### src/hw/rtl/pulse_period_estimator_macros.svh
// assertion macros shared by the pulse period estimator modules
`ifndef PULSE_PERIOD_ESTIMATOR_MACROS_SVH
`define PULSE_PERIOD_ESTIMATOR_MACROS_SVH

// same-cycle implication, checked on every rising edge outside reset
`define PPE_ASSERT_NOW(lbl, clk, rst_n, ante, cons, msg) \
  lbl: assert property (@(posedge clk) disable iff (!rst_n) (ante) |-> (cons)) else $error(msg);

// next-cycle implication
`define PPE_ASSERT_NEXT(lbl, clk, rst_n, ante, cons, msg) \
  lbl: assert property (@(posedge clk) disable iff (!rst_n) (ante) |=> (cons)) else $error(msg);

`endif

### src/hw/rtl/ppe_pkg.sv
// types and constants of the pulse period estimator
package ppe_pkg;

  localparam int unsigned WIDTH_W  = 16;  // input width field
  localparam int unsigned PERIOD_W = 12;  // result period field
  localparam int unsigned IN_TDATA_W  = 16;
  localparam int unsigned OUT_TDATA_W = 16;
  localparam int unsigned COUNT_W  = 16;  // histogram bin width

  typedef enum logic [2:0] {
    S_CLEAR,  // clearing pass after reset
    S_IDLE,   // waiting for a width
    S_ADD,    // kernel read-modify-write sweep
    S_CHECK,  // last write-back, decide on peak search
    S_SCAN,   // peak search, clearing each bin as it is read
    S_DONE    // hand the result to the output register
  } ppe_state_e;

  typedef struct packed {
    logic load;     // capture the input transfer
    logic add_rd;   // read one kernel bin, advance kernel offset
    logic clr_wr;   // write zero at sweep index, advance
    logic scan_rd;  // read and clear at sweep index, advance
    logic emit;     // load the result register, end the run
  } ppe_cmd_t;

  typedef struct packed {
    logic in_range;  // captured width lands in the histogram
    logic last;      // captured width closes the run
    logic k_end;     // kernel offset at its final value
    logic idx_end;   // sweep index at the top bin
    logic out_busy;  // result register holds an untaken result
    logic seen;      // a width reached the histogram in this run
    logic wb_vld;    // kernel write-back in flight
    logic scan_vld;  // peak compare in flight
  } ppe_sts_t;

endpackage

### src/hw/rtl/ppe_ctrl.sv
// controller state machine of the pulse period estimator
`include "pulse_period_estimator_macros.svh"

module ppe_ctrl (
  input  logic              clk_i,
  input  logic              rst_ni,
  input  logic              s_valid_i,
  output logic              s_ready_o,
  input  ppe_pkg::ppe_sts_t sts_i,
  output ppe_pkg::ppe_cmd_t cmd_o
);

  ppe_pkg::ppe_state_e state_q, state_d;

  always_ff @(posedge clk_i or negedge rst_ni) begin
    if (!rst_ni) begin
      state_q <= ppe_pkg::S_CLEAR;
    end else begin
      state_q <= state_d;
    end
  end

  // next state
  always_comb begin
    state_d = state_q;
    case (state_q)
      ppe_pkg::S_CLEAR: begin
        if (sts_i.idx_end) state_d = ppe_pkg::S_IDLE;
      end
      ppe_pkg::S_IDLE: begin
        if (s_valid_i) state_d = ppe_pkg::S_ADD;
      end
      ppe_pkg::S_ADD: begin
        if (!sts_i.in_range || sts_i.k_end) state_d = ppe_pkg::S_CHECK;
      end
      ppe_pkg::S_CHECK: begin
        if (!sts_i.last) begin
          state_d = ppe_pkg::S_IDLE;
        end else if (sts_i.seen) begin
          state_d = ppe_pkg::S_SCAN;
        end else begin
          state_d = ppe_pkg::S_DONE;
        end
      end
      ppe_pkg::S_SCAN: begin
        if (sts_i.idx_end) state_d = ppe_pkg::S_DONE;
      end
      ppe_pkg::S_DONE: begin
        if (!sts_i.out_busy && !sts_i.scan_vld) state_d = ppe_pkg::S_IDLE;
      end
      default: state_d = ppe_pkg::S_CLEAR;
    endcase
  end

  // outputs
  always_comb begin
    cmd_o     = '0;
    s_ready_o = 1'b0;
    case (state_q)
      ppe_pkg::S_CLEAR: cmd_o.clr_wr = 1'b1;
      ppe_pkg::S_IDLE: begin
        s_ready_o  = 1'b1;
        cmd_o.load = s_valid_i;
      end
      ppe_pkg::S_ADD:  cmd_o.add_rd = sts_i.in_range;
      ppe_pkg::S_CHECK: ;
      ppe_pkg::S_SCAN: cmd_o.scan_rd = 1'b1;
      ppe_pkg::S_DONE: cmd_o.emit = !sts_i.out_busy && !sts_i.scan_vld;
      default: ;
    endcase
  end

  `PPE_ASSERT_NEXT(a_accept_starts_add, clk_i, rst_ni, s_valid_i && s_ready_o,
      state_q == ppe_pkg::S_ADD, "accepted width did not start kernel sweep")
  `PPE_ASSERT_NOW(a_one_writer, clk_i, rst_ni, 1'b1,
      $onehot0({cmd_o.clr_wr, cmd_o.scan_rd, sts_i.wb_vld}),
      "histogram write port driven by two sources")
  `PPE_ASSERT_NOW(a_emit_free, clk_i, rst_ni, cmd_o.emit,
      !sts_i.out_busy && !sts_i.scan_vld,
      "result emitted over pending result or open compare")
  `PPE_ASSERT_NOW(a_add_in_range, clk_i, rst_ni, cmd_o.add_rd, sts_i.in_range,
      "kernel sweep for a width beyond the histogram")

endmodule

### config.mk
export PLATFORM = sky130hd
export DESIGN_NAME = ppe_ctrl
export DESIGN_NICKNAME = d
export VERILOG_FILES = /design/src/hw/rtl/ppe_pkg.sv /design/src/hw/rtl/ppe_ctrl.sv
export VERILOG_INCLUDE_DIRS = /design/src /design/src/hw/rtl
export SDC_FILE = /design/constraint.sdc
export NUM_CORES = 1
export LEC_CHECK = 0
export BUFFER_PORTS_ARGS = -buffer_cell sky130_fd_sc_hd__buf_2
export CAP_MARGIN = 20
export CORE_AREA = 2 2 39 41
export CTS_BUF_LIST = sky130_fd_sc_hd__clkbuf_8
export DETAILED_ROUTE_END_ITERATION = 8
export DIE_AREA = 0 0 41 43
export GPL_TIMING_DRIVEN = 0
export PLACE_DENSITY = 0.48
export SLEW_MARGIN = 10
export SYNTH_ARGS = -nofsm -noshare
export SYNTH_HDL_FRONTEND = slang
export SYNTH_SLANG_ARGS = --single-unit
### constraint.sdc
create_clock -name clk_i -period 1.3 [get_ports clk_i]
set_clock_uncertainty 0.05 [all_clocks]
set_input_delay 0.065 -clock clk_i [delete_from_list [all_inputs] [get_ports clk_i]]
set_output_delay 0.065 -clock clk_i [all_outputs]
set_load 0.05 [all_outputs]
==> run metrics <==
syn nets 38; post-route cell area approximately 500 um^2; final worst path period share 103%; M2 GR Usage 13.1%; Mean Syn Cell Area just under 9 um^2; # setup viols final 3; asr flop ratio synth between 90% and 100%; Util after Layout between 30% and 40%; wire per inst 11.1 um; largest cells by area after synthesis dfrtp_1 (31%), buf_6 (9.4%), nand2b_1 (7.9%), a221oi_2 (6.3%), and3_1 (5.2%); Fill cells between 100 and 150; antenna violations before repair 0; EDFF count, synth 0; met3 GRT Util 3.14%; Crit Reg-Reg Endpoint state_q[0]$_DFFE_PN0P_; Yosys reg bits 3; Detailed Routing Iterations Pass 1 3; largest area contributor in the netlist dfrtp_1; DRC Markers 0; final worst setup slack -0.0356 ns; sequential share of the synthesized area around a third; RSZ-0062 raised after global routing true; crit-path max FO 8; cell area after synthesis ~240 um^2; Most Crowded Layer GR met2; Critical Path Source Type flip-flop; io pins 17; Reg2Reg Depth 5; Slew @ Worst Pin ~0.18 ns; Slew HR approximately nine tenths; via/cell ratio approximately 4.4; Starting Density 17.3%; nets 64; Top Registers state_q: 3 flops; Achievable Freq 749 MHz; post-route ant nets 0; synth warn 0; Crit path arrival time 1.22 ns; final RePlAce weighted congestion around 0.67; max FFs per register 3; Core ar. 0.00138 mm^2; CTS tree built; Final Hold Viols 0; final wirelength 753 um; All-Layer GR Usage ~8.9%; Post-Syn Instances 27; clock tree buffer depth 2; first-pass GRT wire length between 900 and 1000 um; WHS Endpoint state_q[2]$_DFFE_PN0P_; layout cell share with drive strength beyond 1 between 60% and 70%; Period minus WS final 1.34 ns; Chip Height 43 um; H-tree depth 1; CTS clk-pin slew, worst paths approximately 0.030 ns; cell leakage power around 0.24 nW; fin. max-slew vios 0; Clock Sinks 3; CTS buffer count 3; Ant. Diodes 0; synth cell count leaders dfrtp_1 (3), nand2b_1 (3); reg2reg setup slack 0 ns; clock root buffer clkbuf_8; Most flops, register state_q; routed via count slightly below 300; status finished with violations; MaxCap Viol Count 0; synth unique cells 19; global route total overflow 0; DRT iter0 DRCs 1; Die ar. approximately 0.0018 mm^2; HP Class input port to flip-flop; Synth top area share a little under a third; Reg2Reg Launch Point state_q[1]$_DFFE_PN0P_; buffers added on ports 15; Hold Crit Start sts_i[6]; worst hold path stage count 3; dpl cell area about 330 um^2; kind of critical path flip-flop to output port; Worst Setup End Kind output port; pre-CTS setup slack between 0.04 and 0.05 ns; largest net degree at the start of global routing 11; Synth Flop Type dfrtp_1; Die X-Extent slightly above 40 um; Syn-to-layout area delta 105%; Max VDD drop between 0.9 and 1 mV; met1 Use GR roughly 8.1%; failing checks setup timing; worst path required time 1.19 ns; pwr/cell area approximately 2800 mW/mm^2; latest clock arrival within the worst-skew pair ~0.22 ns; vias in the first global route ~290; row count 14
where the power goes:
part	internal [mW]	switching, mW
Combinational	0.416	0.487
Clock	0.202	0.0690
Sequential	0.142	0.0497
cells in the final DEF (no fill, tap or decap), types with 2 or more instances in the layout:
cell      synthesis  final
and3_4            0      2
buf_2             0     10
buf_4             0      6
buf_6             2      3
buf_8             0      3
clkbuf_8          0      3
dfrtp_1           3      2
inv_1             1      2
nand2_1           2      2
nand2b_1          3      3
nor3_1            2      2
area by class of cell:
type / instances / area [um^2] / area share (%)
Buffer: 2 / 22.5 / 4.60
Clock buffer: 3 / 41.3 / 8.44
Clock inverter: 1 / 3.75 / 0.767
Inverter: 1 / 3.75 / 0.767
Multi-Input combinational cell: 21 / 160 / 32.7
Sequential cell: 3 / 76.3 / 15.6
Tap cell: 16 / 20.0 / 4.09
Timing Repair Buffer: 21 / 161 / 33.0
stage by stage:
step / power, mW / hold slack [ns] / cells / TNS [ns]
after detailed placement: 0.840 / -0.187 / 58 / 0
final: 1.37 / 0.0653 / 68 / -0.0687
after floorplan: 0.708 / -0.281 / 27 / -0.793
after CTS: 1.22 / 0.0592 / 63 / -0.0418
after global routing: 1.43 / 0.0860 / 68 / -0.272
after global placement: 0.839 / -0.187 / 58 / 0
cells by family (layout without fill, tap and decap cells):
family,after synthesis,after routing,share of synthesized area [%]
buffers and inverters,3,28,11.0
AO/OA/AOI/OAI,5,5,17.8
flip-flops,3,3,31.4
AND/OR/NAND/NOR,16,16,39.8
critical path, cell delays in order (launching register included):
cell	delay [ns]
dfrtp_1	0.37
buf_6	0.14
nor2b_4	0.14
and3_4	0.21
buf_8	0.14
how the worst max path moves through the flow:
stage | from | to | cells after the start
after global placement | state_q[1]$_DFFE_PN0P_ | cmd_o[0] | 4
after floorplan | state_q[1]$_DFFE_PN0P_ | cmd_o[1] | 2
final | state_q[1]$_DFFE_PN0P_ | cmd_o[4] | 4
after global routing | state_q[1]$_DFFE_PN0P_ | cmd_o[0] | 4
after CTS | state_q[1]$_DFFE_PN0P_ | cmd_o[0] | 4
after detailed placement | state_q[1]$_DFFE_PN0P_ | cmd_o[0] | 4
repair_timing:
item	in CTS	in global routing
buffers inserted	0	4
endpoints found under the setup margin	6	6
hold buffers	1	0
endpoints found under the hold margin	3	0
cloned	0	1
gates resized for setup	11	8
pin swaps	0	1
routing by layer:
metal,up-vias,wire length (um)
met4,0,15
met1,140,272
li1,146,-
met5,-,0
met2,8,438
met3,2,27
(Power assumes the default switching activity.)
